==> config.mk <==
export PLATFORM = sky130hd
export DESIGN_NAME = extended_euclid_gcd
export DESIGN_NICKNAME = d
export VERILOG_FILES = /design/src/rtl/eeg_pkg.sv /design/src/rtl/extended_euclid_gcd.sv /design/src/rtl/eeg_ctrl.sv /design/src/rtl/eeg_datapath.sv
export VERILOG_INCLUDE_DIRS = /design/src /design/src/rtl
export SDC_FILE = /design/constraint.sdc
export NUM_CORES = 1
export LEC_CHECK = 0
export BUFFER_PORTS_ARGS = -buffer_cell sky130_fd_sc_hd__buf_2
export CORE_MARGIN = 2
export CORE_UTILIZATION = 55
export CTS_BUF_LIST = sky130_fd_sc_hd__clkbuf_8
export CTS_CLUSTER_DIAMETER = 100
export CTS_CLUSTER_SIZE = 20
export DETAILED_ROUTE_END_ITERATION = 10
export GPL_TIMING_DRIVEN = 0
export PLACE_DENSITY = 0.82
export REMOVE_ABC_BUFFERS = 1
export SETUP_SLACK_MARGIN = 0.4
export SYNTH_ARGS = -nofsm -noshare
export SYNTH_HDL_FRONTEND = slang
export SYNTH_SLANG_ARGS = --single-unit
==> constraint.sdc <==
create_clock -name clk -period 8.6 [get_ports clk]
set_input_delay 0.86 -clock clk [delete_from_list [all_inputs] [get_ports clk]]
set_output_delay 0.86 -clock clk [all_outputs]
set_load 0.01 [all_outputs]
==> src/rtl/extended_euclid_gcd_defines.svh <==
// Assertion macros shared by the extended Euclid GCD unit.
`ifndef EXTENDED_EUCLID_GCD_DEFINES_SVH
`define EXTENDED_EUCLID_GCD_DEFINES_SVH

`ifndef SYNTH
`define EEG_ASSERT(lbl, prop, msg) \
  lbl: assert property (@(posedge clk) disable iff (!rst_n) prop) else $error(msg);
`define EEG_ASSERT_NEVER(lbl, cond, msg) \
  lbl: assert property (@(posedge clk) disable iff (!rst_n) !(cond)) else $error(msg);
`else
`define EEG_ASSERT(lbl, prop, msg)
`define EEG_ASSERT_NEVER(lbl, cond, msg)
`endif

`endif

==> src/rtl/eeg_pkg.sv <==
// Package with widths and controller/datapath interface types of the GCD unit.
`timescale 1ns / 1ps
`default_nettype none
package eeg_pkg;
  localparam int WIDTH      = 32;
  localparam int COEF_W     = WIDTH + 1;
  localparam int CNT_W      = $clog2(WIDTH);
  localparam int IN_DATA_W  = ((2 * WIDTH + 7) / 8) * 8;
  localparam int OUT_DATA_W = ((WIDTH + 2 * COEF_W + 7) / 8) * 8;

  typedef struct packed {
    logic load;
    logic start_div;
    logic div_step;
    logic update;
    logic commit;
  } eeg_cmd_t;

  typedef struct packed {
    logic r1_zero;
  } eeg_status_t;
endpackage
`default_nettype wire

==> src/rtl/extended_euclid_gcd.sv <==
// Top level of the extended Euclid GCD unit: controller, datapath and checks.
//
//   Channel  Direction  Payload (lowest bit up)
//   in_      slave      operand_a[31:0], operand_b[63:32]
//   out_     master     divisor[31:0], coeff_a[64:32], coeff_b[97:65], zero fill
//
// Each Euclid step runs the bit-serial restoring divider, one quotient bit per
// cycle, which also builds the quotient-times-coefficient products.
// Reset is synchronous and clears only the controller state and the output valid.
// A new beat is taken while a finished result still waits in the output register.
`timescale 1ns / 1ps
`default_nettype none
`include "extended_euclid_gcd_defines.svh"
module extended_euclid_gcd
  import eeg_pkg::*;
(
  input  wire logic                  clk,
  input  wire logic                  rst_n,
  input  wire logic                  in_tvalid,
  output logic                       in_tready,
  input  wire logic [IN_DATA_W-1:0]  in_tdata,   // operand_a, operand_b
  output logic                       out_tvalid,
  input  wire logic                  out_tready,
  output logic      [OUT_DATA_W-1:0] out_tdata   // divisor, coeff_a, coeff_b
);
  eeg_cmd_t    cmd;
  eeg_status_t status;

  eeg_ctrl u_ctrl (
    .clk        (clk),
    .rst_n      (rst_n),
    .in_tvalid  (in_tvalid),
    .in_tready  (in_tready),
    .out_tready (out_tready),
    .out_tvalid (out_tvalid),
    .status     (status),
    .cmd        (cmd)
  );

  eeg_datapath u_datapath (
    .clk       (clk),
    .in_tdata  (in_tdata),
    .cmd       (cmd),
    .status    (status),
    .out_tdata (out_tdata)
  );

  `EEG_ASSERT(a_busy_after_accept, (in_tvalid && in_tready) |=> !in_tready, "accepted while busy")
  `EEG_ASSERT(a_commit_sets_valid, cmd.commit |=> out_tvalid, "result lost after commit")
  `EEG_ASSERT_NEVER(a_cmd_exclusive, !$onehot0(cmd), "overlapping datapath commands")
  `EEG_ASSERT(a_drain_clears, (out_tvalid && out_tready && !cmd.commit) |=> !out_tvalid,
              "result beat repeated")
endmodule
`default_nettype wire

==> src/rtl/eeg_ctrl.sv <==
// Controller state machine that sequences the Euclid steps and the bit-serial divider.
`timescale 1ns / 1ps
`default_nettype none
module eeg_ctrl
  import eeg_pkg::*;
(
  input  wire logic        clk,
  input  wire logic        rst_n,
  input  wire logic        in_tvalid,
  output logic             in_tready,
  input  wire logic        out_tready,
  output logic             out_tvalid,
  input  wire eeg_status_t status,
  output eeg_cmd_t         cmd
);
  localparam logic [2:0] ST_IDLE  = 3'd0;
  localparam logic [2:0] ST_CHECK = 3'd1;
  localparam logic [2:0] ST_DIV   = 3'd2;
  localparam logic [2:0] ST_UPD   = 3'd3;
  localparam logic [2:0] ST_FIN   = 3'd4;

  logic [2:0]       state_r, state_nxt;
  logic [CNT_W-1:0] cnt_r, cnt_nxt;
  logic             out_valid_r, out_valid_nxt;

  always_comb begin
    state_nxt     = state_r;
    cnt_nxt       = cnt_r;
    cmd           = '0;
    case (state_r)
      ST_IDLE: begin
        if (in_tvalid) begin
          cmd.load  = 1'b1;
          state_nxt = ST_CHECK;
        end
      end
      ST_CHECK: begin
        if (status.r1_zero) begin
          state_nxt = ST_FIN;
        end else begin
          cmd.start_div = 1'b1;
          cnt_nxt       = CNT_W'(WIDTH - 1);
          state_nxt     = ST_DIV;
        end
      end
      ST_DIV: begin
        cmd.div_step = 1'b1;
        cnt_nxt      = cnt_r - 1'b1;
        if (cnt_r == '0) begin
          state_nxt = ST_UPD;
        end
      end
      ST_UPD: begin
        cmd.update = 1'b1;
        state_nxt  = ST_CHECK;
      end
      ST_FIN: begin
        if (!out_valid_r || out_tready) begin
          cmd.commit = 1'b1;
          state_nxt  = ST_IDLE;
        end
      end
      default: begin
        state_nxt = ST_IDLE;
      end
    endcase
    if (cmd.commit) begin
      out_valid_nxt = 1'b1;
    end else if (out_tready) begin
      out_valid_nxt = 1'b0;
    end else begin
      out_valid_nxt = out_valid_r;
    end
  end

  always_ff @(posedge clk) begin
    if (!rst_n) begin
      state_r     <= ST_IDLE;
      cnt_r       <= '0;
      out_valid_r <= 1'b0;
    end else begin
      state_r     <= state_nxt;
      cnt_r       <= cnt_nxt;
      out_valid_r <= out_valid_nxt;
    end
  end

  assign in_tready  = (state_r == ST_IDLE);
  assign out_tvalid = out_valid_r;
endmodule
`default_nettype wire

==> src/rtl/eeg_datapath.sv <==
// Datapath with remainder and coefficient registers and a one-bit-per-cycle divider.
`timescale 1ns / 1ps
`default_nettype none
module eeg_datapath
  import eeg_pkg::*;
(
  input  wire logic                  clk,
  input  wire logic [IN_DATA_W-1:0]  in_tdata,
  input  wire eeg_cmd_t              cmd,
  output eeg_status_t                status,
  output logic      [OUT_DATA_W-1:0] out_tdata
);
  logic [WIDTH-1:0]  r0_r, r0_nxt, r1_r, r1_nxt;
  logic [COEF_W-1:0] s0_r, s0_nxt, s1_r, s1_nxt;
  logic [COEF_W-1:0] t0_r, t0_nxt, t1_r, t1_nxt;
  logic [WIDTH-1:0]  rem_r, rem_nxt, dvd_r, dvd_nxt;
  logic [COEF_W-1:0] acc_s_r, acc_s_nxt, acc_t_r, acc_t_nxt;
  logic [WIDTH-1:0]  gcd_out_r;
  logic [COEF_W-1:0] coef_a_out_r, coef_b_out_r;
  logic [WIDTH:0]    shifted;
  logic [WIDTH:0]    trial;
  logic              qbit;

  assign shifted = {rem_r, dvd_r[WIDTH-1]};
  assign trial   = shifted - {1'b0, r1_r};
  assign qbit    = !trial[WIDTH];

  always_comb begin
    r0_nxt    = r0_r;
    r1_nxt    = r1_r;
    s0_nxt    = s0_r;
    s1_nxt    = s1_r;
    t0_nxt    = t0_r;
    t1_nxt    = t1_r;
    rem_nxt   = rem_r;
    dvd_nxt   = dvd_r;
    acc_s_nxt = acc_s_r;
    acc_t_nxt = acc_t_r;
    if (cmd.load) begin
      r0_nxt = in_tdata[WIDTH-1:0];
      r1_nxt = in_tdata[2*WIDTH-1:WIDTH];
      s0_nxt = COEF_W'(1);
      s1_nxt = '0;
      t0_nxt = '0;
      t1_nxt = COEF_W'(1);
    end
    if (cmd.start_div) begin
      rem_nxt   = '0;
      dvd_nxt   = r0_r;
      acc_s_nxt = '0;
      acc_t_nxt = '0;
    end
    if (cmd.div_step) begin
      rem_nxt   = qbit ? trial[WIDTH-1:0] : shifted[WIDTH-1:0];
      dvd_nxt   = {dvd_r[WIDTH-2:0], 1'b0};
      acc_s_nxt = {acc_s_r[COEF_W-2:0], 1'b0} + (qbit ? s1_r : '0);
      acc_t_nxt = {acc_t_r[COEF_W-2:0], 1'b0} + (qbit ? t1_r : '0);
    end
    if (cmd.update) begin
      r0_nxt = r1_r;
      r1_nxt = rem_r;
      s0_nxt = s1_r;
      s1_nxt = s0_r - acc_s_r;
      t0_nxt = t1_r;
      t1_nxt = t0_r - acc_t_r;
    end
  end

  always_ff @(posedge clk) begin
    r0_r    <= r0_nxt;
    r1_r    <= r1_nxt;
    s0_r    <= s0_nxt;
    s1_r    <= s1_nxt;
    t0_r    <= t0_nxt;
    t1_r    <= t1_nxt;
    rem_r   <= rem_nxt;
    dvd_r   <= dvd_nxt;
    acc_s_r <= acc_s_nxt;
    acc_t_r <= acc_t_nxt;
    if (cmd.commit) begin
      gcd_out_r    <= r0_r;
      coef_a_out_r <= s0_r;
      coef_b_out_r <= t0_r;
    end
  end

  assign status.r1_zero = (r1_r == '0);
  assign out_tdata      = OUT_DATA_W'({coef_b_out_r, coef_a_out_r, gcd_out_r});
endmodule
`default_nettype wire
---- Word level (Yosys, flattened, before mapping) ----
Index checks and enable logic that the tools add are counted.
storage, ports and cells
  input port bits ......................... 68
  flip-flop bits (word level) ............. 433
  word-level logic and storage cells ...... 79
cells by class
  reductions and logical operators ........ 11
  equality and inequality tests ........... 8
  add/subtract/negate cells ............... 6
  muxes and demuxes ....................... 37
operator list
  kind                                                 count
  2-to-1 mux 33 bit                                    11
  2-to-1 mux 32 bit                                    9
  adder 33 bit                                         2
  subtractor 33 bit                                    2
  subtractor 33 x 32 -> 33 bit                         1
  zero test 32 bit                                     1
  one-hot mux 3 bit (5 select lines)                   1
  2-to-1 mux 3 bit                                     4
  2-to-1 mux 1 bit                                     10
  one-hot mux 5 bit (2 select lines)                   1
  nonzero test 2 bit                                   4
  equality test 3 x 2 -> 1 bit, second input constant  2
  zero test 5 bit                                      1
  2-to-1 mux 5 bit                                     1
  subtractor 5 x 1 -> 5 bit, second input constant     1
  != test 2 x 1 -> 1 bit, second input constant        2
  != test 2 bit, second input constant                 2
  equality test 3 x 1 -> 1 bit, second input constant  1
  equality test 3 bit, second input constant           1
  zero test 3 bit                                      1
  AND reduction 3 bit                                  1
  AND reduction 2 bit                                  1
  zero test 1 bit                                      1
  logical OR 1 bit                                     1

---- Longest topological paths before layout ----
  depth after elaboration ................. 5
  mapped depth ............................ 23
  gate-level depth less buffers ........... 21

---- Hierarchy ----
Synthesis repeated with hierarchy kept, for this count alone.
unflattened totals
  cells, all modules ...................... 2,166
  area total of the unflattened synthesis .. 24,433.4 sq um
modules (own cells, without submodules)
  module        sequential area each (sq um)  area an instance (sq um)  cells each  times used
  eeg_datapath  12,722.2                      23,919.2                  2,113       1
  eeg_ctrl      180.2                         514.2                     53          1

---- Least setup slack after synthesis ----
No wires, ideal clock.
  kind .................................... flip-flop to flip-flop
  start ................................... reg u_ctrl.state_r[0]
  end ..................................... reg u_datapath.r0_r[0], enable pin
  slack ................................... 2.593 ns
  stages on the path, launching flop included .. 7
  arrival time ............................ 4.455 ns
  clock period less this slack ............ 6.007 ns
  cell sequence ........................... dfxtp_1 inv_1 nor2_1 nand2_1 clkbuf_1 buf_1 nand2_1
between the ends
  cells in the longest elaborated chain, start to end .. 3
  elaborated cells between the ends (all ways) .. 5
ends and longest elaborated chain
  element                                                                 line                text
  start: declaration                                                      eeg_ctrl.sv:22      logic [2:0] state_r, state_nxt;
  start signal: assignment                                                eeg_ctrl.sv:82      state_r <= state_nxt;
  equality test 3 x 2 -> 1 bit / zero test 3 bit (equally long branches)  eeg_ctrl.sv:30      case (state_r)
  2-to-1 mux 1 bit                                                        eeg_ctrl.sv:30
  nonzero test 2 bit (no source line) (*)                                 -
  end signal: assignment                                                  eeg_datapath.sv:70  r0_r <= r0_nxt;
  end: declaration                                                        eeg_datapath.sv:13  logic [WIDTH-1:0] r0_r, r0_nxt, r1_r, r1_nxt;
Every way passes the cells marked *; elsewhere a longest branch is shown, timed or not.
A chain may end at the register's enable or synchronous reset.

---- Worst setup path after layout ----
  start ................................... reg u_datapath.r1_r[0]
  end ..................................... reg u_datapath.acc_s_r[31] (data pin)
between the ends
  cells in the longest elaborated chain, start to end .. 4
ends and longest elaborated chain
  element                       line                text
  start: declaration            eeg_datapath.sv:13
  start signal: assignment      eeg_datapath.sv:71  r1_r <= r1_nxt;
  subtractor 33 x 32 -> 33 bit  eeg_datapath.sv:25  assign trial = shifted - {1'b0, r1_r};
  2-to-1 mux 33 bit             eeg_datapath.sv:56  acc_s_nxt = {acc_s_r[COEF_W-2:0], 1'b0} + (qbit ? s1_r : '0);
  adder 33 bit                  eeg_datapath.sv:56
  2-to-1 mux 33 bit             eeg_datapath.sv:53  if (cmd.div_step) begin
  end signal: assignment        eeg_datapath.sv:78  acc_s_r <= acc_s_nxt;
  end: declaration              eeg_datapath.sv:17  logic [COEF_W-1:0] acc_s_r, acc_s_nxt, acc_t_r, acc_t_nxt;
Every way passes these cells.

==> flow_summary.json <==
{
  "clockBufferDepth": 3,
  "syn2layout_area_growth_pct": 8.180,
  "r2r_start": "u_datapath.r1_r[0]",
  "syn_inst": 2367,
  "ant_nets": 0,
  "critPathKind": "flop to flop",
  "grt_max_degree": 81,
  "worst_r2r_path_depth": 20,
  "initial_core_util_pct": 56.00,
  "critPathLaunchType": "flop",
  "cp.arrival_ps": 7000,
  "reg2reg_setup_slack_ps": 2030,
  "end_kind": "flop",
  "nNetsFinal": 2719,
  "synth_edf_count": 423,
  "grt_pass1_wl_mm": 95.94,
  "leakage_nw": 11.56,
  "synth_most_common_cell": "edfxtp_1",
  "root_buffer": "clkbuf_8",
  "dr.pass1.iters": 6,
  "finalHoldViolCount": 0,
  "postCtsSetupRepairBufs": 0,
  "first_iter_violations": 1822,
  "ys_seq_elements": 433,
  "fin_util_pct": 60.58,
  "postPlaceCellArea_mm2": 0.02650,
  "min_to": "u_datapath.gcd_out_r[0]",
  "outcome": "finished, final reports clean",
  "hpwl_mm": 42.18,
  "antenna_found_initial": 4,
  "synth.distinct_cells": 78,
  "routed_wl_mm": 60.72,
  "async_flop_share_pct": 0,
  "period_minus_slack_ps": 6568,
  "core_mm2": 0.04441,
  "viasPerCell": 6.157,
  "dieHeight_um": 216.7,
  "syn_area_per_cell_um2": 10.51,
  "setup_viol": 0,
  "syn_area_mm2": 0.02487,
  "synth_top_area_share_pct": 51.07,
  "ys.flop_type": "edfxtp_1",
  "io_pins": 174,
  "synthTopCellsByCount": "edfxtp_1, nand2_1, nor2_1, ha_1, a21oi_1",
  "rsz0062_at_grt": "false",
  "row_count": 77,
  "overflow": 0,
  "synth.largest_area_cell": "edfxtp_1",
  "hold_path_class": "flop to flop",
  "clock-sinks": 433,
  "postLayoutCellArea_mm2": 0.02691,
  "worst_slew_pin_slew_ps": 1111,
  "cts_tree": "done",
  "seq_area_frac_synth_pct": 51.88,
  "clk_pin_slew_worst_paths_ps": 140,
  "relSlewSlack_pct": 25.67,
  "wl_per_cell_um": 19.64,
  "cts_resized": 0,
  "cp.required_ps": 9030,
  "slew_viol_final": 0,
  "min_path_cells": 0,
  "fmax_mhz": 152.3,
  "first_global_vias": 18320,
  "ys_top_cells_by_area": "edfxtp_1, ha_1, nand2_1",
  "yosys_warnings": 0,
  "reg2reg_to": "u_datapath.acc_s_r[31]",
  "numCtsBuffers": 25,
  "drc": 0,
  "htreeDepth": 1,
  "clk_latency_ps": 660,
  "clock_skew_ps": 46.90,
  "place.port_buffers": 167,
  "place_congestion": 0.9892,
  "grt_use_total_pct": 25.27,
  "hold_buffers": 0,
  "maxCapViolations": 0,
  "ir_worst_vdd_mv": 0.1089,
  "hold_start": "u_datapath.r0_r[0]",
  "die_area_mm2": 0.04694,
  "post-route-period-util_pct": 76.37,
  "holdWs_ps": 463.7,
  "layout-drive-gt1-share_pct": 9.972,
  "vias": 19040,
  "crit_fanout": 66,
  "power_density_mw_per_mm2": 212.2,
  "dieWidth_um": 216.7
}
[state kept, by name, summed over array words and instances, names as in the netlist, 32 cells and up]
signal                   count
u_datapath.t0_r             33
u_datapath.gcd_out_r        32
u_datapath.coef_b_out_r     33
u_datapath.t1_r             33
u_datapath.rem_r            32
u_datapath.dvd_r            32
u_datapath.acc_s_r          33
u_datapath.r0_r             32
u_datapath.r1_r             32
u_datapath.s1_r             33
u_datapath.s0_r             33
u_datapath.coef_a_out_r     33
u_datapath.acc_t_r          33
[cells in the final DEF, fill, tap and decap left out, types with 8 or more instances in the layout]
cell / netlist / routed
nor3_1: 42 / 42
a211o_1: 8 / 8
or3_1: 11 / 11
a211oi_1: 28 / 28
ha_1: 160 / 160
dfxtp_1: 10 / 9
nor2b_1: 18 / 17
o21a_1: 31 / 31
a21oi_1: 156 / 156
nand2b_1: 26 / 25
nand3_1: 39 / 39
o211ai_1: 17 / 17
nand2_1: 272 / 269
clkbuf_8: 0 / 25
a21o_1: 98 / 98
a31oi_1: 17 / 17
inv_1: 137 / 148
nand4_1: 23 / 23
o21ai_0: 109 / 109
buf_2: 6 / 167
a22o_1: 31 / 31
o21bai_1: 22 / 22
nor2_1: 180 / 178
nor4_1: 21 / 20
xor2_1: 60 / 60
edfxtp_1: 423 / 423
xnor2_1: 49 / 49
and3_1: 152 / 152
[worst max-delay path by stage]
stage	startpoint	to	slack (ps)	cells past startpoint
floorplan	u_ctrl.state_r[0]	u_datapath.r0_r[0]	-1400	4
global placement	u_ctrl.state_r[0]	u_datapath.t0_r[10]	-9960	4
detailed placement	u_datapath.r1_r[0]	u_datapath.acc_s_r[31]	2120	20
CTS	u_datapath.r1_r[0]	u_datapath.acc_s_r[31]	2090	20
global route	u_datapath.r1_r[0]	u_datapath.acc_s_r[31]	1730	20
finish	u_datapath.r1_r[0]	u_datapath.acc_s_r[31]	2030	20
[area by class of cell]
cell class | instances | area [um2]
timing repair buffer | 188 | 1247
antenna | 3 | 7.507
inverter | 137 | 514.2
tap | 592 | 740.7
sequential | 433 | 12910
clock inverter | 13 | 57.56
multi-input combinational | 1701 | 11090
clock buffer | 25 | 344.1
fill | 3597 | 17510
[stage by stage]
stage	power (mW)	setup slack, ps	TNS, ps	instances
6_report	5.709	2032	0	3092
5_1_grt	6.024	1735	0	3092
4_1_cts	5.684	2092	0	3089
3_5_place_dp	4.769	2122	0	3051
3_3_place_gp	4.723	-9963	-2816770	3030
2_1_floorplan	4.265	-1404	-275160	2271
[worst max-delay path, cell delays in order, from the launching register on]
cell       delay (ps)
edfxtp_1          460
ha_1              220
fa_1              200
nand2b_1          150
a21oi_1           100
o41a_1            510
o2111ai_2         310
nand2_2           150
or4_4             770
and3_1            330
ha_1              220
fa_1              480
a211oi_2          320
o211ai_1          160
a31oi_1           360
nor4_1            130
or4_1             540
o31a_1            370
a31oi_1           280
xor2_1            180
nor2_1             50
[layer usage]
metal | share of wire (%) | global-route usage [%] | wire length [um] | vias up
met5 | 0.038 | 0 | 23 | -
met4 | 2.4 | 7.306 | 1433 | 4
met3 | 6.9 | 2.400 | 4189 | 105
met2 | 47 | 42.17 | 28690 | 800
met1 | 43 | 35.33 | 26390 | 9208
li1 | - | - | - | 8920
[cell families after synthesis]
family,after synthesis,share of synthesized area [%]
AOI/OAI and AO/OA,587,15.61
xor gates and xnor gates,109,3.838
adders and majority gates,165,8.452
buffers and inverters,238,3.864
DFF,433,51.88
muxes,6,0.2415
other,1,0.01508
and+or+nand+nor,828,16.11
[power by group]
part | total [mW] | leakage, nW | switching (mW) | internal [mW]
combinational | 2.05 | 7.17 | 1.25 | 0.791
clock | 0.933 | 0.243 | 0.659 | 0.274
sequential | 2.73 | 4.15 | 0.141 | 2.59
total | 5.71 | 11.6 | 2.05 | 3.66
Power figures use the tool's default switching activity.
